<file path="src/hw/rtl/assert_macros.svh">
// Assertion macros for the top level, which checks its own logic with them.
`ifndef ASSERT_MACROS_SVH
`define ASSERT_MACROS_SVH

// Same-cycle implication, sampled on the rising clock edge outside reset.
`define CT_ASSERT_IMP(label, ante, cons, msg) \
    label: assert property (@(posedge clk) disable iff (!rst_n) (ante) |-> (cons)) \
        else $error(msg);

// Next-cycle implication, sampled on the rising clock edge outside reset.
`define CT_ASSERT_NXT(label, ante, cons, msg) \
    label: assert property (@(posedge clk) disable iff (!rst_n) (ante) |=> (cons)) \
        else $error(msg);

`endif

</file>
<file path="src/hw/rtl/ctess_pkg.sv">
// Types, constants and helper functions shared by the cylinder tessellator.
package ctess_pkg;

    // Segment count limit and field widths.
    localparam int MaxSegments = 1024;
    localparam int SegW        = 10;
    localparam int CountW      = 11;
    localparam int SlotW       = 14;
    localparam int DivSteps    = 32;
    localparam int CordicSteps = 30;

    // CORDIC start value: the gain-compensated unit length in Q30.
    localparam logic signed [33:0] CordicGain = 34'sd652032874;

    // Rotation angles in turns, scaled by 2^32.
    localparam logic [29:0] AtanTurns [0:29] = '{
        30'h20000000, 30'h12E4051E, 30'h09FB385B, 30'h051111D4, 30'h028B0D43,
        30'h0145D7E1, 30'h00A2F61E, 30'h00517C55, 30'h0028BE53, 30'h00145F2F,
        30'h000A2F98, 30'h000517CC, 30'h00028BE6, 30'h000145F3, 30'h0000A2FA,
        30'h0000517D, 30'h000028BE, 30'h0000145F, 30'h00000A30, 30'h00000518,
        30'h0000028C, 30'h00000146, 30'h000000A3, 30'h00000051, 30'h00000029,
        30'h00000014, 30'h0000000A, 30'h00000005, 30'h00000003, 30'h00000001
    };

    // Result kinds.
    localparam logic [1:0] KindStrokeVtx = 2'd0;
    localparam logic [1:0] KindFillVtx   = 2'd1;
    localparam logic [1:0] KindStrokeIdx = 2'd2;
    localparam logic [1:0] KindFillIdx   = 2'd3;

    // Register indexes on the configuration port.
    localparam logic [2:0] RegSegments   = 3'd0;
    localparam logic [2:0] RegRadius     = 3'd1;
    localparam logic [2:0] RegHeight     = 3'd2;
    localparam logic [2:0] RegCenterX    = 3'd3;
    localparam logic [2:0] RegCenterY    = 3'd4;
    localparam logic [2:0] RegCenterZ    = 3'd5;
    localparam logic [2:0] RegDrawMode   = 3'd6;
    localparam logic [2:0] RegVertexBase = 3'd7;

    // Tag that travels with every request down the pipeline.
    typedef struct packed {
        logic [SegW-1:0] seg;
        logic            bad;
    } tag_t;

    // Payload of one divider cell.
    typedef struct packed {
        logic [CountW-1:0] rem;
        logic [31:0]       quo;
        tag_t              tag;
    } div_t;

    // Payload of one CORDIC cell.
    typedef struct packed {
        logic signed [33:0] x;
        logic signed [33:0] y;
        logic signed [31:0] z;
        logic [1:0]         quad;
        tag_t               tag;
    } cordic_t;

    // Rim point handed to the result sequencer.
    typedef struct packed {
        tag_t               tag;
        logic signed [31:0] x;
        logic signed [31:0] y;
    } rim_t;

    // Configuration seen by the result sequencer.
    typedef struct packed {
        logic [CountW-1:0]  n;
        logic [31:0]        height;
        logic signed [31:0] center_x;
        logic signed [31:0] center_y;
        logic signed [31:0] center_z;
        logic [1:0]         draw_mode;
        logic [31:0]        vertex_base;
    } cfg_t;

    // Saturate a wide signed value to 32 bits.
    function automatic logic signed [31:0] sat32(input logic signed [39:0] v);
        if (v > 40'sd2147483647)
            return 32'sh7FFFFFFF;
        else if (v < -40'sd2147483648)
            return 32'sh80000000;
        else
            return v[31:0];
    endfunction

endpackage

</file>
<file path="src/hw/rtl/ctess_div_cell.sv">
// One restoring-division cell: produces one quotient bit of segment * 2^32 / n.
module ctess_div_cell (
    input  logic                          clk,
    input  logic                          rst_n,
    input  logic                          adv,
    input  logic [ctess_pkg::CountW-1:0]  n,
    input  logic                          i_valid,
    input  ctess_pkg::div_t               i_data,
    output logic                          o_valid,
    output ctess_pkg::div_t               o_data
);

    logic                         valid_reg;
    ctess_pkg::div_t              data_reg;
    ctess_pkg::div_t              data_next;
    logic [ctess_pkg::CountW:0]   rem2;
    logic                         ge;

    // Double the remainder and subtract the divisor where it fits.
    always_comb
    begin
        rem2          = {i_data.rem, 1'b0};
        ge            = (rem2 >= {1'b0, n});
        data_next     = i_data;
        data_next.rem = ge ? ctess_pkg::CountW'(rem2 - {1'b0, n})
                           : rem2[ctess_pkg::CountW-1:0];
        data_next.quo = {i_data.quo[30:0], ge};
    end

    // Valid flag of the cell.
    always_ff @(posedge clk or negedge rst_n)
    begin
        if (!rst_n)
            valid_reg <= 1'b0;
        else if (adv)
            valid_reg <= i_valid;
    end

    // Payload of the cell.
    always_ff @(posedge clk)
    begin
        if (adv)
            data_reg <= data_next;
    end

    assign o_valid = valid_reg;
    assign o_data  = data_reg;

endmodule

</file>
<file path="config.mk">
export PLATFORM = sky130hd
export DESIGN_NAME = ctess_div_cell
export DESIGN_NICKNAME = d
export VERILOG_FILES = /design/src/hw/rtl/assert_macros.svh /design/src/hw/rtl/ctess_pkg.sv /design/src/hw/rtl/ctess_div_cell.sv
export SDC_FILE = /design/constraint.sdc
export NUM_CORES = 1
export LEC_CHECK = 0
export BUFFER_PORTS_ARGS = -buffer_cell sky130_fd_sc_hd__buf_2
export CAP_MARGIN = 20
export CORE_MARGIN = 5
export CORE_UTILIZATION = 41
export DETAILED_ROUTE_END_ITERATION = 6
export GPL_TIMING_DRIVEN = 0
export HOLD_SLACK_MARGIN = 0.06
export PLACE_DENSITY = 0.84
export SYNTH_ARGS = -nofsm -noshare
export SYNTH_HDL_FRONTEND = slang
export SYNTH_SLANG_ARGS = --single-unit
</file>
<file path="constraint.sdc">
create_clock -name clk -period 0.8 [get_ports clk]
set_input_delay 0.04 -clock clk [delete_from_list [all_inputs] [get_ports clk]]
set_output_delay 0.04 -clock clk [all_outputs]
set_load 0.005 [all_outputs]
</file>
After elaboration in Yosys (flattened, before gate mapping)
Cells that the tools add are included.
{"block": "op_classes", "addsub": 1, "mul": 0, "n_div": 0, "magnitude_cmp": 1, "eq_ne": 0, "shift": 0, "n_mux": 1, "bitwise_logic": 0, "n_reduce_logical": 0}
{"operator": "$ge 12x11->1", "count": 1}
{"operator": "$mux 11", "count": 1}
{"operator": "$sub 11x11->11", "count": 1}
{"block": "totals", "reg_bits": 55, "latch_bits": 0, "mem_bits_rw": 0, "mem_bits_ro": 0, "wordCells": 9, "mem_count": 0}

Logic depth before layout (Yosys ltp)
{"block": "logic_depth", "depth_word": 2, "depth_mapped": 9, "ltp_nobuf": 9}

Worst setup path after synthesis
OpenSTA, ideal clock, no wires.
{"block": "synth_path", "path_type": "in2reg", "startpoint": "input port n[0] in the netlist's numbering", "endpoint": "register data_reg, in the netlist o_data[46] (data pin)", "setup_time_ns": 0.260, "arrival_time_ns": 1.628, "setup_slack_ns": -1.088, "cell_stages": 8, "n_path_buf": 0, "path_cell_list": "inv_1 fa_1 o211ai_1 nand2_1 a211o_1 nor2_8 inv_4 mux2_4"}
{"item": "from (decl)", "line_no": "ctess_div_cell.sv:6", "source": "input logic [ctess_pkg::CountW-1:0] n,"}
{"item": "to (signal assigned)", "line_no": "ctess_div_cell.sv:43", "source": "data_reg <= data_next;"}
{"item": "to (decl)", "line_no": "ctess_div_cell.sv:14", "source": "ctess_pkg::div_t data_reg;"}

==> run_results.csv <==
group,metric,value,unit
timing,max_freq,605,MHz
critical_path,start_kind,"primary input",
grt,use_met3,4.94,%
cells_and_area,synthToLayoutAreaGrowth,65.5,%
critical_path,slowest_delay,0.38,ns
critical_path,critPathMaxFanout,8,
cells_and_area,nets,424,
detailed_routing,dr_total_vias,2023,
logic_synthesis,yosysWarnings,0,
critical_path,cp_top_family,"compound AO/OA/AOI/OAI gates",
cts,cts_made_buffers,5,
detailed_routing,drc,0,
logic_synthesis,synthArstFlopShare,1.82,%
critical_path,end_kind,"flop",
power,power.total,6.63,mW
critical_path,r2r_cells,1,
critical_path,criticalPathCategory,"in -> reg",
placement,postPlaceCellArea,0.00315,sq mm
grt,grt_overflow,0,
critical_path,r2r_start,"o_valid$_DFFE_PN0P_",
power,p_leak,1.70,nW
cts,cts_tree,"done",
timing,finalHoldViolCount,0,
grt,grt_busiest_layer,"met2",
die,start_util,42.8,%
timing,finalSetupViolCount,67,
timing,drv_slew,0,
logic_synthesis,synth_nets,236,
cells_and_area,layout-drive-gt1-share,53.2,%
power,worst_ir_drop_vdd,0.948,mV
logic_synthesis,synth_area_leader_cell,"edfxtp_1",
logic_synthesis,ys_ff_latch,55,
timing,timing.setup.tns,-11.82,ns
logic_synthesis,avgSynthCellArea,15.5,sq um
die,core,0.00561,sq mm
logic_synthesis,synthCells,155,
outcome,violations,"negative setup slack",
critical_path,r2r_end,"o_valid$_DFFE_PN0P_",
timing,min_period_over_period,207,%
logic_synthesis,yosysMostFrequentCell,"edfxtp_1",
logic_synthesis,yosys_most_used_dff,"edfxtp_1",
grt,grt_max_degree,56,
critical_path,endpoint,"o_data[50]$_DFFE_PP_",
detailed_routing,post_drt_wl_per_cell,17.8,um
cts,cts.root.buffer_cell,"clkbuf_8",
die,std_cell_rows,27,
critical_path,slowest_stage,"fa_2",
outcome,outcome,"finished with violations",
logic_synthesis,ys_seq_area_share,68.6,%
grt,grtUsageMet1,19.0,%
timing,fin_hold_ws,0.0689,ns
critical_path,cp.required,0.85,ns
placement,port_buffers,122,
detailed_routing,drt_first_pass_iters,4,
grt,grt_use_total,18.1,%
critical_path,path_cells,"buf_8 > inv_8 > fa_2 > o211ai_1 > nand2_1 > a211o_4 > nor2_8 > inv_8 > mux2_4",
critical_path,crit_cells,9,
timing,maxSlewHeadroom,68.3,%
logic_synthesis,synth_commonest_cells,"edfxtp_1 (54), inv_1 (13), ha_1 (11)",
timing,worst_slack,-0.853,ns
power,powerDensity,1670,mW/mm^2
logic_synthesis,synth.area.top_cells,"edfxtp_1 (68%), ha_1 (5.7%), mux2_4 (3.1%)",
grt,grt_pass1_wl,10.3,mm
grt,use_met2,35.5,%
critical_path,rrSetupSlack,0.04,ns
cts,clkLatencyLatePin,0.29,ns
logic_synthesis,synth_top_area_share,67.6,%
critical_path,crit_start,"n[1]",
detailed_routing,finalWirelength,7.40,mm
placement,dp_hpwl,4.70,mm
die,pin_count,124,
placement,pre_cts_ws,-1.34,ns
cts,h-tree-depth,2,
worst_hold_path,hp-class,"in -> reg",
timing,rsz0062_at_grt,"yes",
placement,gp_congestion,0.762,
die,die_w,86.5,um
timing,period_minus_slack,1.65,ns
timing,skew,0,ns
cells_and_area,diodes,0,
grt,first_global_vias,2019,
detailed_routing,vias_per_cell,4.86,
timing,tightest_slew,0.476,ns
cts,clk_pin_slew,0.09,ns
critical_path,crit_top_cell,"inv_8",
grt,antenna_found_initial,0,
cells_and_area,finalInstanceArea,0.00397,sq mm
logic_synthesis,syn_area,0.00240,sq mm
cts,clockBufferDepth,2,
detailed_routing,detail-route-antenna-nets,0,
logic_synthesis,synth_cell_types,43,
logic_synthesis,synth_edf_count,54,
detailed_routing,drt_iter0_drc,60,
run,maxCapViolCount,0,
critical_path,cp.arrival,1.71,ns
die,design.die.area,0.00748,sq mm
die,die_y,86.5,um
critical_path,timing.critical_path.buf_inv,3,
cts,cts_sinks,55,
[cell usage in the layout (no fill, tap or decap), types with 2 or more instances in the layout]
master	instances
buf_2	117
inv_8	2
o21a_1	3
buf_4	17
mux2_4	5
dlygate4sd3_1	45
o211ai_1	2
a21oi_2	4
nand3_1	3
nor2b_1	3
clkbuf_1	2
nor2_1	8
clkbuf_8	5
ha_1	2
inv_2	3
xnor2_1	3
inv_1	8
a21oi_4	2
ha_2	2
nand2_1	6
buf_6	3
edfxtp_1	54
nor3_1	3
o31ai_1	2
ha_4	7
a21oi_1	3
[area by class of cell]
cell class | count | area [sq um]
inverters | 14 | 70.1
clock inverters | 1 | 5.00
multi-input cells | 84 | 871
repair buffers | 183 | 1210
clock buffers | 7 | 76.3
well taps | 72 | 90.1
fillers | 374 | 1640
flip-flops and latches | 55 | 1650
[state kept, by name (all words and copies together) (netlist names)]
register,count
o_data,54
o_valid,1
[per-stage QoR]
stage / instances / util (%)
floorplan: 155 / -
global placement: 349 / 56.2
detailed placement: 349 / 56.2
CTS: 408 / 67.4
global route: 416 / 70.8
finish: 416 / 70.8
[layer usage]
layer,vias to the layer above,routed length (um)
li1,961,-
met1,952,2640
met2,96,3990
met3,14,615
met4,0,147
met5,-,0
[timing repair]
action / 4_1_cts / 5_1_grt
endpoints found under the setup margin: 122 / 67
gates cloned: 0 / 0
pin swaps: 7 / 9
hold endpoints to repair: 46 / 0
buffers inserted: 6 / 10
gates resized for setup: 12 / 29
hold buffers: 45 / 0
[how the worst min path moves through the flow]
stage	start	to	slack, ns	cells after the start
CTS	i_data[50]	o_data[51]$_DFFE_PP_	0.06	2
detailed placement	rst_n	o_valid$_DFFE_PN0P_	-0.18	1
finish	n[0]	o_data[43]$_SDFFCE_PN0P_	0.07	3
floorplan	rst_n	o_valid$_DFFE_PN0P_	-0.26	0
global route	i_data[50]	o_data[51]$_DFFE_PP_	0.07	2
global placement	rst_n	o_valid$_DFFE_PN0P_	-0.19	1
[power by group]
group	total (mW)	internal, mW	leakage (nW)	switching, mW
combinational	1.67	0.912	1.12	0.755
clock	1.41	0.616	0.0422	0.798
sequential	3.55	3.48	0.540	0.0716
[cells by family after synthesis]
| kind of cell | after synthesis | share of synthesized area, % |
|---|---|---|
| DFF | 55 | 68.6 |
| and+or+nand+nor | 33 | 7.56 |
| AOI/OAI and AO/OA | 28 | 8.76 |
| buffers and inverters | 16 | 2.97 |
| adders and majority gates | 12 | 6.57 |
| muxes | 7 | 4.07 |
| xor gates and xnor gates | 4 | 1.46 |
Note: power is estimated with default switching activity, not from simulation.
