===== config.mk =====
export PLATFORM = sky130hd
export DESIGN_NAME = ctess_cordic_cell
export DESIGN_NICKNAME = d
export VERILOG_FILES = /design/src/hw/rtl/assert_macros.svh /design/src/hw/rtl/ctess_pkg.sv /design/src/hw/rtl/ctess_cordic_cell.sv
export SDC_FILE = /design/constraint.sdc
export NUM_CORES = 1
export LEC_CHECK = 0
export BUFFER_PORTS_ARGS = -buffer_cell sky130_fd_sc_hd__buf_4
export CORE_AREA = 8 8 141 143
export CTS_BUF_LIST = sky130_fd_sc_hd__clkbuf_16
export CTS_CLUSTER_DIAMETER = 150
export DETAILED_ROUTE_END_ITERATION = 10
export DIE_AREA = 0 0 149 151
export HOLD_SLACK_MARGIN = 0.02
export PLACE_DENSITY = 0.8
export RECOVER_POWER = 50
export REMOVE_ABC_BUFFERS = 1
export SYNTH_ARGS = -nofsm -noshare
export SYNTH_HDL_FRONTEND = slang
export SYNTH_SLANG_ARGS = --single-unit

===== constraint.sdc =====
create_clock -name clk -period 1.6 [get_ports clk]
set_clock_uncertainty 0.05 [all_clocks]
set_input_delay 0.32 -clock clk [delete_from_list [all_inputs] [get_ports clk]]
set_output_delay 0.32 -clock clk [all_outputs]
set_load 0.005 [all_outputs]

===== src/hw/rtl/assert_macros.svh =====
// Assertion macros for the top level, which checks its own logic with them.
`ifndef ASSERT_MACROS_SVH
`define ASSERT_MACROS_SVH

// Same-cycle implication, sampled on the rising clock edge outside reset.
`define CT_ASSERT_IMP(label, ante, cons, msg) \
    label: assert property (@(posedge clk) disable iff (!rst_n) (ante) |-> (cons)) \
        else $error(msg);

// Next-cycle implication, sampled on the rising clock edge outside reset.
`define CT_ASSERT_NXT(label, ante, cons, msg) \
    label: assert property (@(posedge clk) disable iff (!rst_n) (ante) |=> (cons)) \
        else $error(msg);

`endif


===== src/hw/rtl/ctess_pkg.sv =====
// Types, constants and helper functions shared by the cylinder tessellator.
package ctess_pkg;

    // Segment count limit and field widths.
    localparam int MaxSegments = 1024;
    localparam int SegW        = 10;
    localparam int CountW      = 11;
    localparam int SlotW       = 14;
    localparam int DivSteps    = 32;
    localparam int CordicSteps = 30;

    // CORDIC start value: the gain-compensated unit length in Q30.
    localparam logic signed [33:0] CordicGain = 34'sd652032874;

    // Rotation angles in turns, scaled by 2^32.
    localparam logic [29:0] AtanTurns [0:29] = '{
        30'h20000000, 30'h12E4051E, 30'h09FB385B, 30'h051111D4, 30'h028B0D43,
        30'h0145D7E1, 30'h00A2F61E, 30'h00517C55, 30'h0028BE53, 30'h00145F2F,
        30'h000A2F98, 30'h000517CC, 30'h00028BE6, 30'h000145F3, 30'h0000A2FA,
        30'h0000517D, 30'h000028BE, 30'h0000145F, 30'h00000A30, 30'h00000518,
        30'h0000028C, 30'h00000146, 30'h000000A3, 30'h00000051, 30'h00000029,
        30'h00000014, 30'h0000000A, 30'h00000005, 30'h00000003, 30'h00000001
    };

    // Result kinds.
    localparam logic [1:0] KindStrokeVtx = 2'd0;
    localparam logic [1:0] KindFillVtx   = 2'd1;
    localparam logic [1:0] KindStrokeIdx = 2'd2;
    localparam logic [1:0] KindFillIdx   = 2'd3;

    // Register indexes on the configuration port.
    localparam logic [2:0] RegSegments   = 3'd0;
    localparam logic [2:0] RegRadius     = 3'd1;
    localparam logic [2:0] RegHeight     = 3'd2;
    localparam logic [2:0] RegCenterX    = 3'd3;
    localparam logic [2:0] RegCenterY    = 3'd4;
    localparam logic [2:0] RegCenterZ    = 3'd5;
    localparam logic [2:0] RegDrawMode   = 3'd6;
    localparam logic [2:0] RegVertexBase = 3'd7;

    // Tag that travels with every request down the pipeline.
    typedef struct packed {
        logic [SegW-1:0] seg;
        logic            bad;
    } tag_t;

    // Payload of one divider cell.
    typedef struct packed {
        logic [CountW-1:0] rem;
        logic [31:0]       quo;
        tag_t              tag;
    } div_t;

    // Payload of one CORDIC cell.
    typedef struct packed {
        logic signed [33:0] x;
        logic signed [33:0] y;
        logic signed [31:0] z;
        logic [1:0]         quad;
        tag_t               tag;
    } cordic_t;

    // Rim point handed to the result sequencer.
    typedef struct packed {
        tag_t               tag;
        logic signed [31:0] x;
        logic signed [31:0] y;
    } rim_t;

    // Configuration seen by the result sequencer.
    typedef struct packed {
        logic [CountW-1:0]  n;
        logic [31:0]        height;
        logic signed [31:0] center_x;
        logic signed [31:0] center_y;
        logic signed [31:0] center_z;
        logic [1:0]         draw_mode;
        logic [31:0]        vertex_base;
    } cfg_t;

    // Saturate a wide signed value to 32 bits.
    function automatic logic signed [31:0] sat32(input logic signed [39:0] v);
        if (v > 40'sd2147483647)
            return 32'sh7FFFFFFF;
        else if (v < -40'sd2147483648)
            return 32'sh80000000;
        else
            return v[31:0];
    endfunction

endpackage


===== src/hw/rtl/ctess_cordic_cell.sv =====
// One CORDIC rotation cell with a fixed step number.
module ctess_cordic_cell #(
    parameter int K = 0
) (
    input  logic               clk,
    input  logic               rst_n,
    input  logic               adv,
    input  logic               i_valid,
    input  ctess_pkg::cordic_t i_data,
    output logic               o_valid,
    output ctess_pkg::cordic_t o_data
);

    logic               valid_reg;
    ctess_pkg::cordic_t data_reg;
    ctess_pkg::cordic_t data_next;
    logic signed [33:0] dx;
    logic signed [33:0] dy;
    logic signed [31:0] ang;

    // Rotate towards zero residual angle; shifts round towards minus infinity.
    always_comb
    begin
        dx        = i_data.y >>> K;
        dy        = i_data.x >>> K;
        ang       = $signed({2'b00, ctess_pkg::AtanTurns[K]});
        data_next = i_data;
        if (!i_data.z[31])
        begin
            data_next.x = i_data.x - dx;
            data_next.y = i_data.y + dy;
            data_next.z = i_data.z - ang;
        end
        else
        begin
            data_next.x = i_data.x + dx;
            data_next.y = i_data.y - dy;
            data_next.z = i_data.z + ang;
        end
    end

    // Valid flag of the cell.
    always_ff @(posedge clk or negedge rst_n)
    begin
        if (!rst_n)
            valid_reg <= 1'b0;
        else if (adv)
            valid_reg <= i_valid;
    end

    // Payload of the cell.
    always_ff @(posedge clk)
    begin
        if (adv)
            data_reg <= data_next;
    end

    assign o_valid = valid_reg;
    assign o_data  = data_reg;

endmodule


==> results of run 1 <==
[through the flow]
| step | instance area (um^2) | hold slack, ps | setup TNS, ps | std cells |
|---|---|---|---|---|
| CTS | 16400 | 20.4 | -39180 | 1892 |
| global placement | 13800 | 46.3 | -78530 | 1796 |
| detailed placement | 13800 | 51.1 | -83800 | 1796 |
| floorplan | 9240 | -25.6 | -52580 | 999 |
[per-layer routing]
layer,overflow,track usage
met5,5,0.546
met1,48,0.848
met4,377,1.09
met2,1280,1.25
met3,40,0.805
[synth_stat cells, drive strengths merged, types with 19 or more instances]
master	number
inv	107
o21ai	88
ha	99
buf	24
nand2	60
a211oi	19
a21oi	104
nor2	79
clkbuf	24
xnor2	49
edfxtp	112
a21o	23
[what timing repair did]
item,CTS
pin swaps,120
hold buffers,19
buffers inserted,47
hold endpoints to repair,19
endpoints found under the setup margin,61
resized for setup,318
gates cloned,0
[logic make-up after synthesis]
group	count (synthesis)	synth area share
xor gates and xnor gates	63	0.0584
adders and majority gates	103	0.140
muxes	12	0.0128
buffers and inverters	156	0.0657
AOI/OAI and AO/OA	347	0.237
and+or+nand+nor	253	0.129
DFF	113	0.358
==> impl_metrics.csv, run 1 <==
group,metric,value,unit
run_status,status,"aborted with a tool error",
run_status,haltStage,"global routing (5_1_grt)",
run_status,error,"[ERROR GRT-0232] Routing congestion too high. Check the congestion heatmap in the GUI.",
place,dpl_worst_slack,-1720,ps
yosys,yosysSeqAreaShare,0.358,
place,port_buffers,230,
yosys,synth_top_area_share,0.356,
floorplanning,io_pins,231,
clock_network,cts_max_path_buffers,2,
place,routabilityCongestion,0.986,
global_routing,grt_usage,0.976,
floorplanning,die_h,151,um
clock_network,clkSinkCount,113,
yosys,yosys.area.top_type,"edfxtp_1",
yosys,syn_avg_cell_area,9.03,um^2
global_routing,overflow,1750,
yosys,yosys_warnings,0,
place,dp_hpwl,31.7,mm
yosys,synth_cell_types,75,
yosys,ys_ff_latch,113,
clock_network,cts_made_buffers,17,
yosys,synth-edff-count,112,
floorplanning,die_width,149,um
yosys,synth_async_sr_flop_share,0.00885,
global_routing,grt_max_degree,56,
clock_network,clockRootBuffer,"clkbuf_16",
yosys,synth_flop_cell,"edfxtp_1",
clock_network,ctsHtreeMaxLevel,4,
floorplanning,fp-row-count,49,
yosys,syn-cell-area,9450,um^2
yosys,synthTopCellsByArea,"edfxtp_1 (36%), ha_1 (13%), a21oi_1 (5.4%)",
yosys,synthCells,1047,
floorplanning,start_util,0.535,
==> inputs of run 2 (changes only) <==
CORE_AREA = 8 8 163 165   (was 8 8 141 143)
CTS_BUF_LIST = not set   (was sky130_fd_sc_hd__clkbuf_16)
CTS_CLUSTER_DIAMETER = not set   (was 150)
DIE_AREA = 0 0 171 173   (was 0 0 149 151)
HOLD_SLACK_MARGIN = not set   (was 0.02)
PLACE_DENSITY = not set   (was 0.8)
PLACE_DENSITY_LB_ADDON = 0.15   (was not set)
==> run 2 against run 1 <==
Against the previous run: the flow now finishes, with violations (setup timing); synthesized area stayed put; synthesized cell count is the same.
==> impl_metrics.csv, run 2 <==
group,metric,value,unit
min_path,hold_path_class,"input port to flop",
timing,final_max_slew_viol_count,0,
drt,viasPerCell,5.29,
yosys,synth_async_sr_flop_share,0.00885,
yosys,syn_avg_cell_area,9.03,um^2
setup_path,ff2ff_setup_slack,790,ps
global_routing,grt_max_degree,38,
clock_network,cts_max_path_buffers,2,
final_layout,nNetsFinal,1881,
drt,drtIter0Drc,779,
power_and_ir_drop,ir_worst_vdd,0.623,mV
place,dp_cells,1922,
drt,ant_nets,0,
setup_path,cp.required,1720,ps
yosys,yosysSeqAreaShare,0.358,
global_routing,grt_pass1_vias,10600,
clock_network,clk_latency,410,ps
setup_path,worstSetupPathType,"input port to flop",
global_routing,overflow,0,
setup_path,worstPathMaxFanout,5,
floorplanning,start_util,0.394,
yosys,synthCells,1047,
power_and_ir_drop,switchingPower,4.55,mW
min_path,hold_path_depth,1,
yosys,syn-cell-area,9450,um^2
floorplanning,io_pins,231,
timing,setup_viol,58,
final_layout,fin_util,0.712,
floorplanning,die_width,171,um
final_layout,multi_input_area,7120,um^2
yosys,yosys.area.top_type,"edfxtp_1",
timing,setup_slack,-887,ps
timing,min_period,2490,ps
yosys,yosys_warnings,0,
drt,wire_per_inst,20.1,um
floorplanning,die_h,173,um
yosys,synth_top_area_share,0.356,
yosys,synth_most_common_cell,"edfxtp_1",
final_layout,final_cell_mix,"buf_4 (535), edfxtp_1 (112), inv_1 (88)",
clock_network,cts_made_buffers,17,
setup_path,r2r_end,"o_valid$_DFFE_PN0P_",
job,max_cap_viol_count,0,
timing,relSlewSlack,0.477,
final_layout,seqCellArea,3390,um^2
setup_path,cp_data_arrival_time,2600,ps
final_layout,stdcell_area,17100,um^2
drt,drc_errors,0,
power_and_ir_drop,power_density,818,nW/um^2
timing,max_clock_freq,0.402,GHz
global_routing,antenna_found_initial,0,
timing,worstMarginPinSlew,785,ps
yosys,synthTopCellsByArea,"edfxtp_1 (36%), ha_1 (13%), a21oi_1 (5.4%)",
global_routing,grt_usage,0.253,
yosys,ys_ff_latch,113,
run_status,failed_checks,"setup timing",
place,dp_hpwl,30.5,mm
setup_path,cp-end-kind,"flop",
power_and_ir_drop,p_int,9.40,mW
final_layout,fill_cells,1845,
floorplanning,design.die.area,29600,um^2
power_and_ir_drop,seq_power_share,0.283,
yosys,synth_flop_cell,"edfxtp_1",
power_and_ir_drop,combPwrFrac,0.416,
final_layout,diodes,0,
clock_network,cts_tree,"yes",
power_and_ir_drop,switching_share,0.326,
drt,num_vias,10600,
timing,finalSetupTns,-38920,ps
yosys,synth-edff-count,112,
timing,finalCritPeriodShare,1.55,
clock_network,clockRootBuffer,"clkbuf_16",
clock_network,clkSinkCount,113,
power_and_ir_drop,leakage,7.61,nW
drt,wl,40.3,mm
global_routing,grt_pass1_wl,58.8,mm
setup_path,r2r-start,"o_valid$_DFFE_PN0P_",
clock_network,ctsHtreeMaxLevel,4,
run_status,status,"finished with violations",
power_and_ir_drop,clkPwrFrac,0.301,
place,place_area,14200,um^2
yosys,synth_cell_types,75,
timing,rsz0062_at_grt,"yes",
setup_path,startpoint_type,"input port",
floorplanning,core,24000,um^2
min_path,hp-start,"i_data[11]",
clock_network,clk_pin_slew,70,ps
timing,hold_viol_final,0,
min_path,hold_end,"o_data[11]$_DFFE_PP_",
final_layout,instances_no_fill,1998,
floorplanning,fp-row-count,57,
final_layout,drive_gt1_frac,0.559,
final_layout,largest_reg_flops,112,
final_layout,layout_commonest_cell,"buf_4",
final_layout,areaGrowthSynthToFinish,80.4,%
place,port_buffers,230,
setup_path,r2r_cells,1,
yosys,synth_common_cells,"edfxtp_1 (112), inv_1 (107), a21oi_1 (102)",
drt,dr.pass1.iters,7,
place,routabilityCongestion,0.972,
run 2: cell counts after synthesis:
Identical to the previous run, type by type.
run 2: worst max-delay path, cell delays in order:
cell and delay, ps:
buf_4 120, ha_4 270, buf_4 130, buf_4 130, nor2b_2 50, o211ai_1 250
a211oi_2 140, buf_4 160, o31ai_4 320, nand2_2 170, a21o_1 240, mux2i_1 200
xor2_1 90
run 2: metrics by stage:
step	setup slack (ps)	hold WS (ps)	power (mW)
after floorplan	-1180	-25.6	5.79
after global placement	-1800	46.0	8.60
after detailed placement	-1810	48.7	8.64
after CTS	-834	15.3	13.5
after global routing	-1000	33.8	14.5
final	-887	49.9	14.0
run 2: metal layers:
| metal | wire length [um] | global-route usage | up-vias | part of all wire |
|---|---|---|---|---|
| li1 | - | - | 5000 | - |
| met1 | 16200 | 0.316 | 5012 | 0.40 |
| met2 | 19500 | 0.430 | 467 | 0.49 |
| met3 | 3190 | 0.0476 | 84 | 0.079 |
| met4 | 1300 | 0.0797 | 0 | 0.032 |
| met5 | 0 | 0 | - | 0 |
run 2: final cells by class:
cell class | count | area share
Multi-Input combinational cell | 778 | 0.417
Clock buffer | 18 | 0.0252
Timing Repair Buffer | 643 | 0.298
Clock inverter | 14 | 0.0120
Inverter | 108 | 0.0249
Sequential cell | 113 | 0.199
Tap cell | 324 | 0.0238
run 2: power groups by stage:
stage	clock network, mW	registers, mW	logic, mW
6_report	4.19	3.95	5.81
5_1_grt	4.39	3.98	6.17
4_1_cts	4.26	3.96	5.25
3_5_place_dp	0	4.01	4.63
3_3_place_gp	0	4.00	4.60
2_1_floorplan	0	4.00	1.79
run 2: worst max-delay path by stage:
stage | startpoint | to | slack (ps)
6_report | i_data[86] | o_data[99]$_DFFE_PP_ | -890
5_1_grt | i_data[52] | o_data[99]$_DFFE_PP_ | -1000
4_1_cts | i_data[45] | o_data[111]$_DFFE_PP_ | -830
3_5_place_dp | i_data[45] | o_data[71]$_DFFE_PP_ | -1810
3_3_place_gp | i_data[45] | o_data[71]$_DFFE_PP_ | -1800
2_1_floorplan | i_data[54] | o_data[106]$_DFFE_PP_ | -1180
run 2: cell families (layout without fill, tap and decap cells):
logic type,after synthesis,in the layout,synth area share
compound gates,347,347,0.237
xor+xnor,63,63,0.0584
fa+ha+maj,103,103,0.140
buf+inv,156,783,0.0657
flops,113,113,0.358
mux,12,12,0.0128
simple gates,253,253,0.129
run 2: what timing repair did:
item / CTS / global route
hold endpoints to repair: 1 / 0
pin swaps: 94 / 91
gates resized for setup: 278 / 167
setup endpoints to repair: 61 / 62
setup buffers: 24 / 29
hold buffers: 1 / 0
Note: power is estimated with default switching activity, not from simulation.
==> inputs of run 3 (changes only) <==
CTS_BUF_LIST = sky130_fd_sc_hd__clkbuf_4 sky130_fd_sc_hd__clkbuf_8   (was not set)
MAX_ROUTING_LAYER = met4   (was not set)
==> run 3 against run 2 <==
Against the previous run: the run still ends with setup timing left; worst setup slack worse by 73 ps; register-to-register slack is essentially flat; global-route usage is 1.6 points higher; largest power group unchanged; critical path type unchanged.
==> impl_metrics.csv, run 3 (synthesis gave the netlist of run 2 again) <==
group,metric,value,unit
run_status,status,"finished with violations",
run_status,failed_checks,"setup timing",
clock_network,cts_made_buffers,17,
power_and_ir_drop,finalPower,12.9,mW
floorplanning,io_pins,231,
timing,setup_slack,-960,ps
timing,finalCritPeriodShare,1.60,
timing,min_period,2560,ps
clock_network,clockRootBuffer,"clkbuf_8",
setup_path,cp_data_arrival_time,2700,ps
power_and_ir_drop,ir_worst_vdd,0.494,mV
drt,viasPerCell,5.24,
setup_path,crit_path_max_incr_delay,450,ps
power_and_ir_drop,switching_share,0.340,
place,routabilityCongestion,0.971,
final_layout,layout_commonest_cell,"buf_4",
setup_path,cp_slowest_cell,"or4_4",
final_layout,drive_gt1_frac,0.540,
drt,drtIter0Drc,719,
floorplanning,core,24000,um^2
global_routing,antenna_found_initial,1,
drt,wl,39.8,mm
global_routing,grt_max_degree,38,
final_layout,largest_reg_flops,112,
timing,max_clock_freq,0.391,GHz
drt,met3_length,2.39,mm
setup_path,startpoint_type,"input port",
drt,drc_errors,0,
timing,final_max_slew_viol_count,0,
timing,setup_viol,129,
power_and_ir_drop,seq_power_share,0.305,
clock_network,ctsHtreeMaxLevel,4,
power_and_ir_drop,leakage,7.60,nW
drt,num_vias,10600,
final_layout,final_cell_mix,"buf_4 (537), edfxtp_1 (112), inv_1 (84)",
timing,rsz0062_at_grt,"yes",
setup_path,cp-end-kind,"flop",
drt,wl_met1,17.0,mm
drt,dr.pass1.iters,5,
setup_path,r2r_end,"o_valid$_DFFE_PN0P_",
setup_path,ff2ff_setup_slack,800,ps
setup_path,worstSetupPathType,"input port to flop",
power_and_ir_drop,switchingPower,4.38,mW
global_routing,overflow,0,
setup_path,crit_buf_inv,2,
clock_network,cts_tree,"yes",
power_and_ir_drop,clkPwrFrac,0.246,
floorplanning,die_width,171,um
job,max_cap_viol_count,0,
global_routing,grt_pass1_vias,11000,
final_layout,fill_cells,1865,
min_path,hold_path_class,"input port to flop",
setup_path,cp_top_family,"compound AO/OA/AOI/OAI gates",
floorplanning,die_h,173,um
setup_path,r2r_cells,1,
setup_path,crit_cells,11,
setup_path,crit_path_start,"i_data[52]",
drt,ant_nets,0,
power_and_ir_drop,combPwrFrac,0.449,
power_and_ir_drop,p_int,8.50,mW
drt,wire_per_inst,19.6,um
setup_path,worstPathMaxFanout,4,
place,dp_hpwl,30.0,mm
clock_network,clk_pin_slew,80,ps
floorplanning,fp-row-count,57,
global_routing,grt_pass1_wl,60.7,mm
drt,highest_layer,"met4",
final_layout,areaGrowthSynthToFinish,81.3,%
timing,hold_viol_final,0,
power_and_ir_drop,power_density,752,nW/um^2
final_layout,nNetsFinal,1910,
floorplanning,design.die.area,29600,um^2
timing,relSlewSlack,0.0728,
drt,dr_wl_met2,19.3,mm
timing,finalSetupTns,-40840,ps
setup_path,cp-endpoint,"o_data[73]$_DFFE_PP_",
setup_path,path_cells,"buf_8 -> inv_4 -> ha_4 -> or3_4 -> or4_4 -> a21oi_4 -> o31ai_4 -> a21boi_4 -> a2bb2oi_2 -> a21o_1 -> xnor2_2",
setup_path,r2r-start,"o_valid$_DFFE_PN0P_",
clock_network,cts_max_path_buffers,2,
clock_network,clkSinkCount,113,
setup_path,cp.required,1740,ps
clock_network,clk_latency,440,ps
timing,worstMarginPinSlew,1390,ps
place,port_buffers,230,
floorplanning,start_util,0.394,
global_routing,grt_usage,0.269,
## run 3: area by class of cell
| type | instances | area (um^2) | area share |
|---|---|---|---|
| multi-input cells | 778 | 7010 | 0.409 |
| repair buffers | 672 | 5450 | 0.318 |
| flip-flops and latches | 113 | 3390 | 0.198 |
| inverters | 108 | 435 | 0.0254 |
| well taps | 324 | 405 | 0.0237 |
| clock buffers | 17 | 234 | 0.0137 |
| clock inverters | 15 | 208 | 0.0121 |
| diodes | 1 | 2.50 | 0.000146 |
## run 3: power groups by stage
stage	Sequential, mW	Clock (mW)	Combinational, mW
after detailed placement	3.98	0	4.59
after CTS	3.92	3.23	5.46
final	3.92	3.17	5.79
after global routing	3.96	3.32	6.18
after floorplan	4.00	0	1.79
after global placement	3.98	0	4.57
## run 3: per-layer routing
metal | track usage | up-vias
li1 | - | 5064
met5 | - | -
met2 | 0.448 | 393
met4 | 0.0895 | 0
met3 | 0.0444 | 77
met1 | 0.324 | 5093
## run 3: how the worst min path moves through the flow
| stage | start | end | slack [ps] | cells past startpoint |
|---|---|---|---|---|
| 6_report | i_valid | o_valid$_DFFE_PN0P_ | 70 | 2 |
| 5_1_grt | i_valid | o_valid$_DFFE_PN0P_ | 60 | 2 |
| 4_1_cts | i_data[22] | o_data[22]$_DFFE_PP_ | 10 | 1 |
| 3_5_place_dp | rst_n | o_valid$_DFFE_PN0P_ | 50 | 1 |
| 3_3_place_gp | rst_n | o_valid$_DFFE_PN0P_ | 50 | 1 |
| 2_1_floorplan | rst_n | o_valid$_DFFE_PN0P_ | -30 | 0 |
## run 3: through the flow
step | std cells | cell area [um^2] | worst slack (ps) | utilization | hold WS, ps
after CTS | 2013 | 16700 | -907 | 0.695 | 13.6
final | 2028 | 17100 | -960 | 0.715 | 67.0
after global placement | 1909 | 14100 | -2100 | 0.590 | 45.9
after detailed placement | 1909 | 14100 | -2040 | 0.590 | 48.6
after global routing | 2028 | 17100 | -1000 | 0.715 | 64.8
after floorplan | 999 | 9240 | -1180 | - | -25.6
## run 3: timing repair
item | in CTS | in global routing
gates cloned | 0 | 0
endpoints found under the hold margin | 42 | 0
buffers inserted | 39 | 17
pin swaps | 139 | 81
setup endpoints to repair | 60 | 60
resized for setup | 335 | 90
hold buffers | 42 | 0
