===== config.mk =====
export PLATFORM = sky130hd
export DESIGN_NAME = ctess_emitter
export DESIGN_NICKNAME = d
export VERILOG_FILES = /design/src/hw/rtl/assert_macros.svh /design/src/hw/rtl/ctess_pkg.sv /design/src/hw/rtl/ctess_emitter.sv
export SDC_FILE = /design/constraint.sdc
export NUM_CORES = 2
export LEC_CHECK = 0
export BUFFER_PORTS_ARGS = -buffer_cell sky130_fd_sc_hd__buf_2
export CORE_MARGIN = 4
export CORE_UTILIZATION = 55
export DETAILED_ROUTE_END_ITERATION = 16
export GPL_TIMING_DRIVEN = 0
export PLACE_DENSITY_LB_ADDON = 0.1
export SLEW_MARGIN = 30
export SYNTH_ARGS = -nofsm -noshare
export SYNTH_HDL_FRONTEND = slang
export SYNTH_SLANG_ARGS = --single-unit

===== constraint.sdc =====
create_clock -name clk -period 17.01 [get_ports clk]
set_input_delay 0 -clock clk [delete_from_list [all_inputs] [get_ports clk]]
set_output_delay 0 -clock clk [all_outputs]
set_load 0.02 [all_outputs]

===== src/hw/rtl/assert_macros.svh =====
// Assertion macros for the top level, which checks its own logic with them.
`ifndef ASSERT_MACROS_SVH
`define ASSERT_MACROS_SVH

// Same-cycle implication, sampled on the rising clock edge outside reset.
`define CT_ASSERT_IMP(label, ante, cons, msg) \
    label: assert property (@(posedge clk) disable iff (!rst_n) (ante) |-> (cons)) \
        else $error(msg);

// Next-cycle implication, sampled on the rising clock edge outside reset.
`define CT_ASSERT_NXT(label, ante, cons, msg) \
    label: assert property (@(posedge clk) disable iff (!rst_n) (ante) |=> (cons)) \
        else $error(msg);

`endif


===== src/hw/rtl/ctess_pkg.sv =====
// Types, constants and helper functions shared by the cylinder tessellator.
package ctess_pkg;

    // Segment count limit and field widths.
    localparam int MaxSegments = 1024;
    localparam int SegW        = 10;
    localparam int CountW      = 11;
    localparam int SlotW       = 14;
    localparam int DivSteps    = 32;
    localparam int CordicSteps = 30;

    // CORDIC start value: the gain-compensated unit length in Q30.
    localparam logic signed [33:0] CordicGain = 34'sd652032874;

    // Rotation angles in turns, scaled by 2^32.
    localparam logic [29:0] AtanTurns [0:29] = '{
        30'h20000000, 30'h12E4051E, 30'h09FB385B, 30'h051111D4, 30'h028B0D43,
        30'h0145D7E1, 30'h00A2F61E, 30'h00517C55, 30'h0028BE53, 30'h00145F2F,
        30'h000A2F98, 30'h000517CC, 30'h00028BE6, 30'h000145F3, 30'h0000A2FA,
        30'h0000517D, 30'h000028BE, 30'h0000145F, 30'h00000A30, 30'h00000518,
        30'h0000028C, 30'h00000146, 30'h000000A3, 30'h00000051, 30'h00000029,
        30'h00000014, 30'h0000000A, 30'h00000005, 30'h00000003, 30'h00000001
    };

    // Result kinds.
    localparam logic [1:0] KindStrokeVtx = 2'd0;
    localparam logic [1:0] KindFillVtx   = 2'd1;
    localparam logic [1:0] KindStrokeIdx = 2'd2;
    localparam logic [1:0] KindFillIdx   = 2'd3;

    // Register indexes on the configuration port.
    localparam logic [2:0] RegSegments   = 3'd0;
    localparam logic [2:0] RegRadius     = 3'd1;
    localparam logic [2:0] RegHeight     = 3'd2;
    localparam logic [2:0] RegCenterX    = 3'd3;
    localparam logic [2:0] RegCenterY    = 3'd4;
    localparam logic [2:0] RegCenterZ    = 3'd5;
    localparam logic [2:0] RegDrawMode   = 3'd6;
    localparam logic [2:0] RegVertexBase = 3'd7;

    // Tag that travels with every request down the pipeline.
    typedef struct packed {
        logic [SegW-1:0] seg;
        logic            bad;
    } tag_t;

    // Payload of one divider cell.
    typedef struct packed {
        logic [CountW-1:0] rem;
        logic [31:0]       quo;
        tag_t              tag;
    } div_t;

    // Payload of one CORDIC cell.
    typedef struct packed {
        logic signed [33:0] x;
        logic signed [33:0] y;
        logic signed [31:0] z;
        logic [1:0]         quad;
        tag_t               tag;
    } cordic_t;

    // Rim point handed to the result sequencer.
    typedef struct packed {
        tag_t               tag;
        logic signed [31:0] x;
        logic signed [31:0] y;
    } rim_t;

    // Configuration seen by the result sequencer.
    typedef struct packed {
        logic [CountW-1:0]  n;
        logic [31:0]        height;
        logic signed [31:0] center_x;
        logic signed [31:0] center_y;
        logic signed [31:0] center_z;
        logic [1:0]         draw_mode;
        logic [31:0]        vertex_base;
    } cfg_t;

    // Saturate a wide signed value to 32 bits.
    function automatic logic signed [31:0] sat32(input logic signed [39:0] v);
        if (v > 40'sd2147483647)
            return 32'sh7FFFFFFF;
        else if (v < -40'sd2147483648)
            return 32'sh80000000;
        else
            return v[31:0];
    endfunction

endpackage


===== src/hw/rtl/ctess_emitter.sv =====
// Result sequencer: walks the vertex and index list of one segment, one result a cycle while out_ready is high.
module ctess_emitter (
    input  logic                         clk,
    input  logic                         rst_n,
    input  ctess_pkg::cfg_t              cfg,
    input  logic                         in_valid,
    input  ctess_pkg::rim_t              in_data,
    output logic                         take,
    output logic                         out_valid,
    input  logic                         out_ready,
    output logic [1:0]                   kind,
    output logic [ctess_pkg::SlotW-1:0]  slot,
    output logic [31:0]                  index_value,
    output logic signed [31:0]           pos_x,
    output logic signed [31:0]           pos_y,
    output logic signed [31:0]           pos_z,
    output logic                         bad_segment,
    output logic                         last
);

    localparam int SW = ctess_pkg::SlotW;

    // Positions in the result list of a segment.
    localparam logic [4:0] PFillBot   = 5'd0;
    localparam logic [4:0] PFillTop   = 5'd1;
    localparam logic [4:0] PCapBot    = 5'd2;
    localparam logic [4:0] PCapTop    = 5'd3;
    localparam logic [4:0] PTriB0     = 5'd4;
    localparam logic [4:0] PTriB1     = 5'd5;
    localparam logic [4:0] PTriB2     = 5'd6;
    localparam logic [4:0] PTriT0     = 5'd7;
    localparam logic [4:0] PTriT1     = 5'd8;
    localparam logic [4:0] PTriT2     = 5'd9;
    localparam logic [4:0] PTriS0     = 5'd10;
    localparam logic [4:0] PTriS1     = 5'd11;
    localparam logic [4:0] PTriS2     = 5'd12;
    localparam logic [4:0] PTriS3     = 5'd13;
    localparam logic [4:0] PTriS4     = 5'd14;
    localparam logic [4:0] PTriS5     = 5'd15;
    localparam logic [4:0] PStrokeBot = 5'd16;
    localparam logic [4:0] PStrokeTop = 5'd17;
    localparam logic [4:0] PLineB0    = 5'd18;
    localparam logic [4:0] PLineB1    = 5'd19;
    localparam logic [4:0] PLineT0    = 5'd20;
    localparam logic [4:0] PLineT1    = 5'd21;
    localparam logic [4:0] PLineV0    = 5'd22;
    localparam logic [4:0] PLineV1    = 5'd23;

    // Sequencer state.
    logic        busy_reg;
    logic [4:0]  pos_reg;
    logic        err_reg;
    logic        i0_reg;
    logic        stroke_reg;

    // Segment data held while its results go out.
    logic signed [31:0] x_reg;
    logic signed [31:0] y_reg;
    logic [SW-1:0] fs_reg, fsn1_reg, fsn2i_reg, fsi1_reg;
    logic [SW-1:0] s3i_reg, s3n_reg, s6n_reg, s2i_reg, s2n_reg, s4n_reg, i_reg, ni_reg;
    logic [31:0] fb_reg, fb1i_reg, fb1j_reg, fbn1_reg, fbn2i_reg, fbn2j_reg;
    logic [31:0] vbi_reg, vbj_reg, vbni_reg, vbnj_reg;

    // Output register.
    logic                       out_valid_reg;
    logic [1:0]                 kind_reg;
    logic [SW-1:0]              slot_reg;
    logic [31:0]                index_reg;
    logic signed [31:0]         px_reg, py_reg, pz_reg;
    logic                       bad_reg;
    logic                       last_reg;

    logic                       fire;
    logic                       has_next;
    logic [4:0]                 pos_next;
    logic                       final_res;
    logic                       fill_on;
    logic                       stroke_on;
    logic [ctess_pkg::CountW-1:0] j_cnt;
    logic [SW-1:0]              i14, n14, j14, fs14;
    logic [31:0]                i32, j32, n32, fb32;
    logic signed [39:0]         cz40, h40;
    logic signed [31:0]         zb, zt;
    logic [1:0]                 r_kind;
    logic [SW-1:0]              r_slot;
    logic [31:0]                r_index;
    logic signed [31:0]         r_x, r_y, r_z;

    assign fill_on   = cfg.draw_mode[0];
    assign stroke_on = cfg.draw_mode[1];

    // Bottom and top z of the cylinder.
    always_comb
    begin
        cz40 = 40'(cfg.center_z);
        h40  = $signed({9'b0, cfg.height[31:1]});
        zb   = ctess_pkg::sat32(cz40 - h40);
        zt   = ctess_pkg::sat32(cz40 + h40);
    end

    // Next position in the list, skipping the cap centres and a disabled stroke part.
    always_comb
    begin
        has_next = 1'b1;
        pos_next = pos_reg + 5'd1;
        if (pos_reg == PFillTop && !i0_reg)
            pos_next = PTriB0;
        else if (pos_reg == PTriS5 && !stroke_reg)
            has_next = 1'b0;
        else if (pos_reg == PLineV1)
            has_next = 1'b0;
    end

    assign fire      = busy_reg && (!out_valid_reg || out_ready);
    assign final_res = err_reg || !has_next;
    assign take      = in_valid && (!busy_reg || (fire && final_res));

    // Per-segment operands, derived when a segment is loaded.
    always_comb
    begin
        j_cnt = (ctess_pkg::CountW'(in_data.tag.seg) + 1'b1 == cfg.n)
                ? '0 : ctess_pkg::CountW'(in_data.tag.seg) + 1'b1;
        i14   = SW'(in_data.tag.seg);
        n14   = SW'(cfg.n);
        j14   = SW'(j_cnt);
        fs14  = stroke_on ? SW'({cfg.n, 1'b0}) : '0;
        i32   = 32'(in_data.tag.seg);
        j32   = 32'(j_cnt);
        n32   = 32'(cfg.n);
        fb32  = cfg.vertex_base + (stroke_on ? 32'({cfg.n, 1'b0}) : 32'd0);
    end

    // Sequencer control.
    always_ff @(posedge clk or negedge rst_n)
    begin
        if (!rst_n)
        begin
            busy_reg <= 1'b0;
            pos_reg  <= PFillBot;
        end
        else if (take)
        begin
            busy_reg <= in_data.tag.bad || fill_on || stroke_on;
            pos_reg  <= fill_on ? PFillBot : PStrokeBot;
        end
        else if (fire && final_res)
            busy_reg <= 1'b0;
        else if (fire)
            pos_reg <= pos_next;
    end

    // Segment data load.
    always_ff @(posedge clk)
    begin
        if (take)
        begin
            err_reg    <= in_data.tag.bad;
            i0_reg     <= (in_data.tag.seg == '0);
            stroke_reg <= stroke_on;
            x_reg      <= in_data.x;
            y_reg      <= in_data.y;
            fs_reg     <= fs14;
            fsi1_reg   <= fs14 + i14 + SW'(1);
            fsn1_reg   <= fs14 + n14 + SW'(1);
            fsn2i_reg  <= fs14 + n14 + i14 + SW'(2);
            i_reg      <= i14;
            ni_reg     <= n14 + i14;
            s3i_reg    <= {i14[SW-2:0], 1'b0} + i14;
            s3n_reg    <= {n14[SW-2:0], 1'b0} + n14;
            s6n_reg    <= {n14[SW-3:0], 2'b0} + {n14[SW-2:0], 1'b0};
            s2i_reg    <= {i14[SW-2:0], 1'b0};
            s2n_reg    <= {n14[SW-2:0], 1'b0};
            s4n_reg    <= {n14[SW-3:0], 2'b0};
            fb_reg     <= fb32;
            fb1i_reg   <= fb32 + i32 + 32'd1;
            fb1j_reg   <= fb32 + j32 + 32'd1;
            fbn1_reg   <= fb32 + n32 + 32'd1;
            fbn2i_reg  <= fb32 + n32 + i32 + 32'd2;
            fbn2j_reg  <= fb32 + n32 + j32 + 32'd2;
            vbi_reg    <= cfg.vertex_base + i32;
            vbj_reg    <= cfg.vertex_base + j32;
            vbni_reg   <= cfg.vertex_base + n32 + i32;
            vbnj_reg   <= cfg.vertex_base + n32 + j32;
        end
    end

    // Fields of the result at the current list position.
    always_comb
    begin
        r_kind  = ctess_pkg::KindFillIdx;
        r_slot  = '0;
        r_index = '0;
        r_x     = '0;
        r_y     = '0;
        r_z     = '0;
        unique case (pos_reg)
            PFillBot:   begin r_kind = ctess_pkg::KindFillVtx; r_slot = fsi1_reg;
                              r_x = x_reg; r_y = y_reg; r_z = zb; end
            PFillTop:   begin r_kind = ctess_pkg::KindFillVtx; r_slot = fsn2i_reg;
                              r_x = x_reg; r_y = y_reg; r_z = zt; end
            PCapBot:    begin r_kind = ctess_pkg::KindFillVtx; r_slot = fs_reg;
                              r_x = cfg.center_x; r_y = cfg.center_y; r_z = zb; end
            PCapTop:    begin r_kind = ctess_pkg::KindFillVtx; r_slot = fsn1_reg;
                              r_x = cfg.center_x; r_y = cfg.center_y; r_z = zt; end
            PTriB0:     begin r_slot = s3i_reg;                     r_index = fb_reg;    end
            PTriB1:     begin r_slot = s3i_reg + SW'(1);            r_index = fb1j_reg;  end
            PTriB2:     begin r_slot = s3i_reg + SW'(2);            r_index = fb1i_reg;  end
            PTriT0:     begin r_slot = s3n_reg + s3i_reg;           r_index = fbn1_reg;  end
            PTriT1:     begin r_slot = s3n_reg + s3i_reg + SW'(1);  r_index = fbn2i_reg; end
            PTriT2:     begin r_slot = s3n_reg + s3i_reg + SW'(2);  r_index = fbn2j_reg; end
            PTriS0:     begin r_slot = s6n_reg + {s3i_reg[SW-2:0], 1'b0};
                              r_index = fb1i_reg; end
            PTriS1:     begin r_slot = s6n_reg + {s3i_reg[SW-2:0], 1'b0} + SW'(1);
                              r_index = fb1j_reg; end
            PTriS2:     begin r_slot = s6n_reg + {s3i_reg[SW-2:0], 1'b0} + SW'(2);
                              r_index = fbn2j_reg; end
            PTriS3:     begin r_slot = s6n_reg + {s3i_reg[SW-2:0], 1'b0} + SW'(3);
                              r_index = fb1i_reg; end
            PTriS4:     begin r_slot = s6n_reg + {s3i_reg[SW-2:0], 1'b0} + SW'(4);
                              r_index = fbn2j_reg; end
            PTriS5:     begin r_slot = s6n_reg + {s3i_reg[SW-2:0], 1'b0} + SW'(5);
                              r_index = fbn2i_reg; end
            PStrokeBot: begin r_kind = ctess_pkg::KindStrokeVtx; r_slot = i_reg;
                              r_x = x_reg; r_y = y_reg; r_z = zb; end
            PStrokeTop: begin r_kind = ctess_pkg::KindStrokeVtx; r_slot = ni_reg;
                              r_x = x_reg; r_y = y_reg; r_z = zt; end
            PLineB0:    begin r_kind = ctess_pkg::KindStrokeIdx; r_slot = s2i_reg;
                              r_index = vbi_reg; end
            PLineB1:    begin r_kind = ctess_pkg::KindStrokeIdx; r_slot = s2i_reg + SW'(1);
                              r_index = vbj_reg; end
            PLineT0:    begin r_kind = ctess_pkg::KindStrokeIdx; r_slot = s2n_reg + s2i_reg;
                              r_index = vbni_reg; end
            PLineT1:    begin r_kind = ctess_pkg::KindStrokeIdx;
                              r_slot = s2n_reg + s2i_reg + SW'(1); r_index = vbnj_reg; end
            PLineV0:    begin r_kind = ctess_pkg::KindStrokeIdx; r_slot = s4n_reg + s2i_reg;
                              r_index = vbi_reg; end
            PLineV1:    begin r_kind = ctess_pkg::KindStrokeIdx;
                              r_slot = s4n_reg + s2i_reg + SW'(1); r_index = vbni_reg; end
            default:    begin r_kind = ctess_pkg::KindFillIdx; end
        endcase
        if (err_reg)
        begin
            r_kind  = ctess_pkg::KindStrokeVtx;
            r_slot  = '0;
            r_index = '0;
            r_x     = '0;
            r_y     = '0;
            r_z     = '0;
        end
    end

    // Output register valid flag.
    always_ff @(posedge clk or negedge rst_n)
    begin
        if (!rst_n)
            out_valid_reg <= 1'b0;
        else if (fire)
            out_valid_reg <= 1'b1;
        else if (out_ready)
            out_valid_reg <= 1'b0;
    end

    // Output register payload.
    always_ff @(posedge clk)
    begin
        if (fire)
        begin
            kind_reg  <= r_kind;
            slot_reg  <= r_slot;
            index_reg <= r_index;
            px_reg    <= r_x;
            py_reg    <= r_y;
            pz_reg    <= r_z;
            bad_reg   <= err_reg;
            last_reg  <= final_res;
        end
    end

    assign out_valid   = out_valid_reg;
    assign kind        = kind_reg;
    assign slot        = slot_reg;
    assign index_value = index_reg;
    assign pos_x       = px_reg;
    assign pos_y       = py_reg;
    assign pos_z       = pz_reg;
    assign bad_segment = bad_reg;
    assign last        = last_reg;

endmodule


; Word-level counts from Yosys, hierarchy flattened
; Cells that the tools add are included.
; W data, S select, Z words.
[totals]
reg_bits = 673
wordCells = 170
inputBits = 252
[op_classes]
eq_ne = 25
reduce_logical = 34
n_lt_le_gt_ge = 4
add_sub_neg = 46
mux = 25
[op_table]
columns = operator, n
row1 = $pmux W14 S24, 1
row2 = $pmux W32 S10, 1
row3 = $add A32 B11 Y32, 6
row4 = $pmux W32 S2, 3
row5 = $add A32 B10 Y32, 4
row6 = $mux W32, 4
row7 = $add A32 B1 Y32 const B, 3
row8 = $add A14 B1 Y14 const B, 5
row9 = $add A14 B2 Y14 const B, 5
row10 = $gt A33 B32 Y1 const B, 2
row11 = $lt A33 B32 Y1 const B, 2
row12 = $add A32 B2 Y32 const B, 2
row13 = $eq A5 B4 Y1 const B, 8
row14 = $eq A5 B5 Y1 const B, 8
row15 = $add A12 B11 Y13, 3
row16 = $add A32 B32 Y33, 1
row17 = $sub A32 B32 Y33, 1
row18 = $add A32 B12 Y32, 1
row19 = $add A13 B1 Y14 const B, 2
row20 = $add A14 B14 Y14, 2
row21 = $add A14 B3 Y14 const B, 2
row22 = $mux W5, 5
row23 = $add A11 B10 Y12, 2
row24 = $mux W12, 2
row25 = 26 further kinds, 59

; Depth between registers and ports, before layout
[logic_depth]
word_depth = 11
mapped_depth = 28
ltp_nobuf = 28

; Least setup slack after synthesis
; OpenSTA, ideal clock, no wires.
[synth_path]
path_type = register -> register
from = register pos_reg[2]
to = register pos_reg[4]
path_stages_with_launch = 16
synth_period_minus_slack_ps = 17250
setup_ps = 693
path_slack_ps = -240
arrival_ps = 16556
t_required_ps = 16317
n_path_buf = 5
path_cell_list = dfrtp_1 -> clkbuf_1 -> clkbuf_1 -> clkbuf_1 -> clkbuf_1 -> and3_1 -> ha_1 -> inv_1 -> o21ai_0 -> a21oi_1 -> inv_1 -> nand2_1 -> nand2_1 -> and2_1 -> clkbuf_1 -> a21oi_1
[synth_between]
elab_chain_len = 11
[synth_lines]
columns = element, line_no
row1 = "start, declared", ctess_emitter.sv:51  ; logic [4:0] pos_reg;
row2 = "start signal, assigned", ctess_emitter.sv:139  ; pos_reg <= PFillBot;
row3 = "start signal, assigned", ctess_emitter.sv:144  ; pos_reg <= fill_on ? PFillBot : PStrokeBot;
row4 = "start signal, assigned", ctess_emitter.sv:149  ; pos_reg <= pos_next;
row5 = $eq A5 B5 Y1 / $eq A5 B4 Y1 (equally long branches), "ctess_emitter.sv:110, ctess_emitter.sv:108"
row6 = $mux W1 / $logic_and A1 B1 Y1 (equally long branches), "ctess_emitter.sv:110, ctess_emitter.sv:108"
row7 = $mux W1, ctess_emitter.sv:108  ; else if (pos_reg == PTriS5 && !stroke_reg)
row8 = $mux W1 (*), ctess_emitter.sv:106  ; if (pos_reg == PFillTop && !i0_reg)
row9 = $logic_not A1 Y1 (*), ctess_emitter.sv:115  ; assign final_res = err_reg || !has_next;
row10 = $logic_or A1 B1 Y1 (*), ctess_emitter.sv:115
row11 = named net final_res, ctess_emitter.sv:76  ; logic final_res;
row12 = $logic_and A1 B1 Y1 (*), ctess_emitter.sv:116  ; assign take = in_valid && (!busy_reg || (fire && final_res));
row13 = $logic_or A1 B1 Y1 (*), ctess_emitter.sv:116
row14 = $logic_and A1 B1 Y1 (*), ctess_emitter.sv:116
row15 = named net take, ctess_emitter.sv:8  ; output logic take,
row16 = $ne A2 B2 Y1 (no line) / $reduce_bool A2 Y1 (equally long branches), n/a
row17 = $reduce_and A2 Y1 (no line), n/a
; Mark *: on every way through the listed nets, which the timed path passes. The rest lies on a longest branch. The select of a mux whose other input is x is not followed.
; A chain may end at the register's enable or synchronous reset.

; Final worst setup path
[layout_path]
from = input cfg[33] (netlist name)
to = register fbn1_reg[28] (data pin)
[layout_between]
elab_chain_len = 4
[layout_lines]
columns = element, line_no
row1 = "start, declared", ctess_emitter.sv:5  ; input ctess_pkg::cfg_t cfg,
row2 = $mux W12, ctess_emitter.sv:130  ; fb32 = cfg.vertex_base + (stroke_on ? 32'({cfg.n, 1'b0}) : 32'd0);
row3 = $add A32 B12 Y32, ctess_emitter.sv:130
row4 = named net fb32[7], ctess_emitter.sv:81  ; logic [31:0] i32, j32, n32, fb32;
row5 = $add A32 B11 Y32, ctess_emitter.sv:177  ; fbn1_reg <= fb32 + n32 + 32'd1;
row6 = $add A32 B1 Y32, ctess_emitter.sv:177
row7 = "end signal, assigned", ctess_emitter.sv:177
row8 = "end, declared", ctess_emitter.sv:61  ; logic [31:0] fb_reg, fb1i_reg, fb1j_reg, fbn1_reg, fbn2i_reg, fbn2j_reg;
; The timed path passes the listed nets, and every way through them passes these cells.

==> qor.yml <==
outcome:
  outcome: "complete, no violations"
timing:
  finalHoldViolCount: 0
  max_freq_mhz: 121
  worst_slew_pin_slew_ns: 1.10
  fin_crit_ns: 8.24
  relSlewSlack_pct: 26.6
  period_share_pct: 48.5
  setup_violations: 0
  fin_skew_ns: 0.0419
  grt_setup_unrepaired: "false"
  finalMaxSlewViolations: 0
  setup-tns-final_ns: 0
min_path:
  min_path_cells: 3
  worst_hold_path.endpoint: "pos_z[31]"
  hold_path.class: "in2reg"
  holdCritStartpoint: "cfg[65]"
power_and_ir_drop:
  p_leak_nw: 19.7
  p_sw_share_pct: 34.8
  power_frac_clock_pct: 29.6
  p_comb_share_pct: 32.5
  p_sw_mw: 1.92
  p_int_mw: 3.60
  seqPwrFrac_pct: 37.9
  cellPowerDensity_nw_per_um2: 107
  peakVddDrop_uv: 87.9
final_layout:
  nets: 5481
  multiInputGateArea_um2: 22400
  area_growth_syn_to_layout_pct: 18.2
  drive_gt1_share_pct: 12.1
  fillers: 6276
  ff_latch_area_um2: 19300
  utilization_pct: 65.9
die:
  initial_core_util_pct: 55.8
  coreArea_um2: 77800
  dieWidth_um: 289
  die_h_um: 289
  rows: 102
  num_io_pins: 400
  die_area_um2: 83500
synthesis:
  yosysTopAreaCellShare_pct: 44.1
  synth-async-reset-ratio_pct: 1.09
  seq_area_frac_synth_pct: 44.5
  ys_ff_latch: 645
  yosysWarnings: 0
  yosysMostFrequentCell: "edfxtp_1"
  synth_flop_cell: "edfxtp_1"
  synth_area_leader_cell: "edfxtp_1"
  syn_nets: 4821
  synth_edf_count: 638
  avgSynthCellArea_um2: 10.2
  syn_area_um2: 43400
  syn_inst: 4246
  synth.distinct_cells: 109
  synth_area_leaders: "edfxtp_1 44%, ha_1 8.7%, xnor2_1 8.6%"
  synth_common_cells: "638 x edfxtp_1, 426 x xnor2_1, 386 x nor2_1"
route:
  wl_mm: 153
  route.vias.total: 37500
  viasPerCell: 6.25
  detail_route.iter0.violations: 4202
  postRouteAntennaNets: 0
  post_drt_wl_per_cell_um: 25.5
  drt_first_pass_iters: 7
  drc: 0
setup_path:
  worstSetupPathType: "in2reg"
  r2r_end: "vbnj_reg[9]"
  reg2reg_slack_ns: 11.33
  critPathLaunchType: "primary input"
  crit_top_cell: "xnor2_1"
  slowest_stage: "xnor2_1"
  timing.critical_path.fanout_max: 10
  r2r-start: "pos_reg[2]"
  critPathRequiredTime_ns: 17.35
  endpoint_kind: "flip-flop"
  worst_path_largest_cell_delay_ns: 0.79
  critPathArrivalTime_ns: 8.58
  reg2reg_depth: 18
clocking:
  clock_latency_ns: 0.65
  htree_levels: 3
  cts-root-buf: "clkbuf_16"
  cts.clk_slew.worst_paths_ns: 0.06
  cts_tree: "built"
  numCtsBuffers: 73
  clkSinkCount: 645
  cts_resized: 0
  clockBufferDepth: 3
grt:
  grt_use_total_pct: 35.6
  grt_max_degree: 81
  grt_pass1_wl_mm: 223
  grt_remaining_overflow: 0
  antenna_found_initial: 7
  first_global_vias: 36700
place:
  gp_congestion: 0.985
  port_buffers: 390
  dp_hpwl_mm: 116
flow_run:
  maxCapViolations: 0
[cells in the final DEF (no fill, tap or decap), drive strengths merged, types with 38 or more instances in the layout]
cell	count
a221oi	38
xor2	108
clkbuf	236
clkinv	39
edfxtp	638
nand2	317
nor2	386
o21bai	72
a222oi	43
a22oi	95
ha	302
and3	39
dlygate4sd3	181
nand4	50
inv	260
nand3	81
o21ai	157
nand2b	38
nor2b	46
a21o	60
a21oi	298
buf	439
xnor2	429
nor3	75
[worst max-delay path by stage]
stage,end,depth (start not counted),startpoint
6_report,fbn1_reg[28],26,cfg[33]
4_1_cts,fbn1_reg[28],26,cfg[33]
2_1_floorplan,pos_reg[4],15,pos_reg[2]
3_3_place_gp,take,15,pos_reg[2]
3_5_place_dp,fbn1_reg[28],25,cfg[33]
5_1_grt,fbn1_reg[28],26,cfg[33]
[layer usage]
layer  global-route usage (%)  vias to the layer above  routed length [um]
met2                     59.4                     1963               72900
met3                     6.34                      403               14200
li1                         -                    17000                   -
met4                     15.0                        2                6840
met1                     45.9                    18200               59400
met5                        0                        -                  13
[power by group through the flow]
stage	combinational [mW]	clock [mW]	sequential, mW
floorplan	1.11	0	2.20
global placement	1.68	0	2.17
detailed placement	1.71	0	2.12
CTS	1.76	1.64	2.08
global route	1.94	1.71	2.10
finish	1.79	1.63	2.09
[cell type report]
class,count,area share [%]
Clock inverter,45,1.07
Timing Repair Buffer,585,7.91
Clock buffer,87,3.66
Inverter,263,1.92
Multi-Input combinational cell,3154,43.7
Sequential cell,645,37.7
Buffer,184,1.47
Antenna cell,6,0.0293
Tap cell,1040,2.54
[worst max-delay path: cells and delay by family]
| kind | cells | cell delay, ns |
|---|---|---|
| and+or+nand+nor | 8 | 2.30 |
| AOI/OAI and AO/OA | 7 | 2.20 |
| buffers and inverters | 5 | 1.81 |
| xor gates and xnor gates | 4 | 1.62 |
| adders and majority gates | 2 | 0.63 |
[metrics by stage]
step / cell area [um2] / power, mW / hold WS [ns] / setup slack, ns / std cells
finish: 51300 / 5.51 / 0.0429 / 8.77 / 6009
floorplan: 43400 / 3.31 / -0.296 / 7.62 / 4246
detailed placement: 47000 / 3.83 / -0.128 / 8.99 / 5689
global route: 51300 / 5.76 / 0.0486 / 8.63 / 6004
global placement: 46700 / 3.84 / -0.130 / 3.40 / 5676
CTS: 51200 / 5.48 / 0.000514 / 9.11 / 6002
[timing repair]
action	in CTS	in global routing
hold buffers	181	0
setup buffers	0	0
hold endpoints to repair	226	0
[cell families (layout without fill, tap and decap cells)]
kind of cell,Yosys count,after routing,share of synthesized area [%]
and+or+nand+nor,1197,1197,13.4
AOI/OAI and AO/OA,1081,1081,17.2
DFF,645,645,44.5
xor gates and xnor gates,537,537,10.9
buffers and inverters,447,1164,3.99
adders and majority gates,330,330,9.84
muxes,8,8,0.187
other,1,7,0.00864
(Power assumes the default switching activity.)
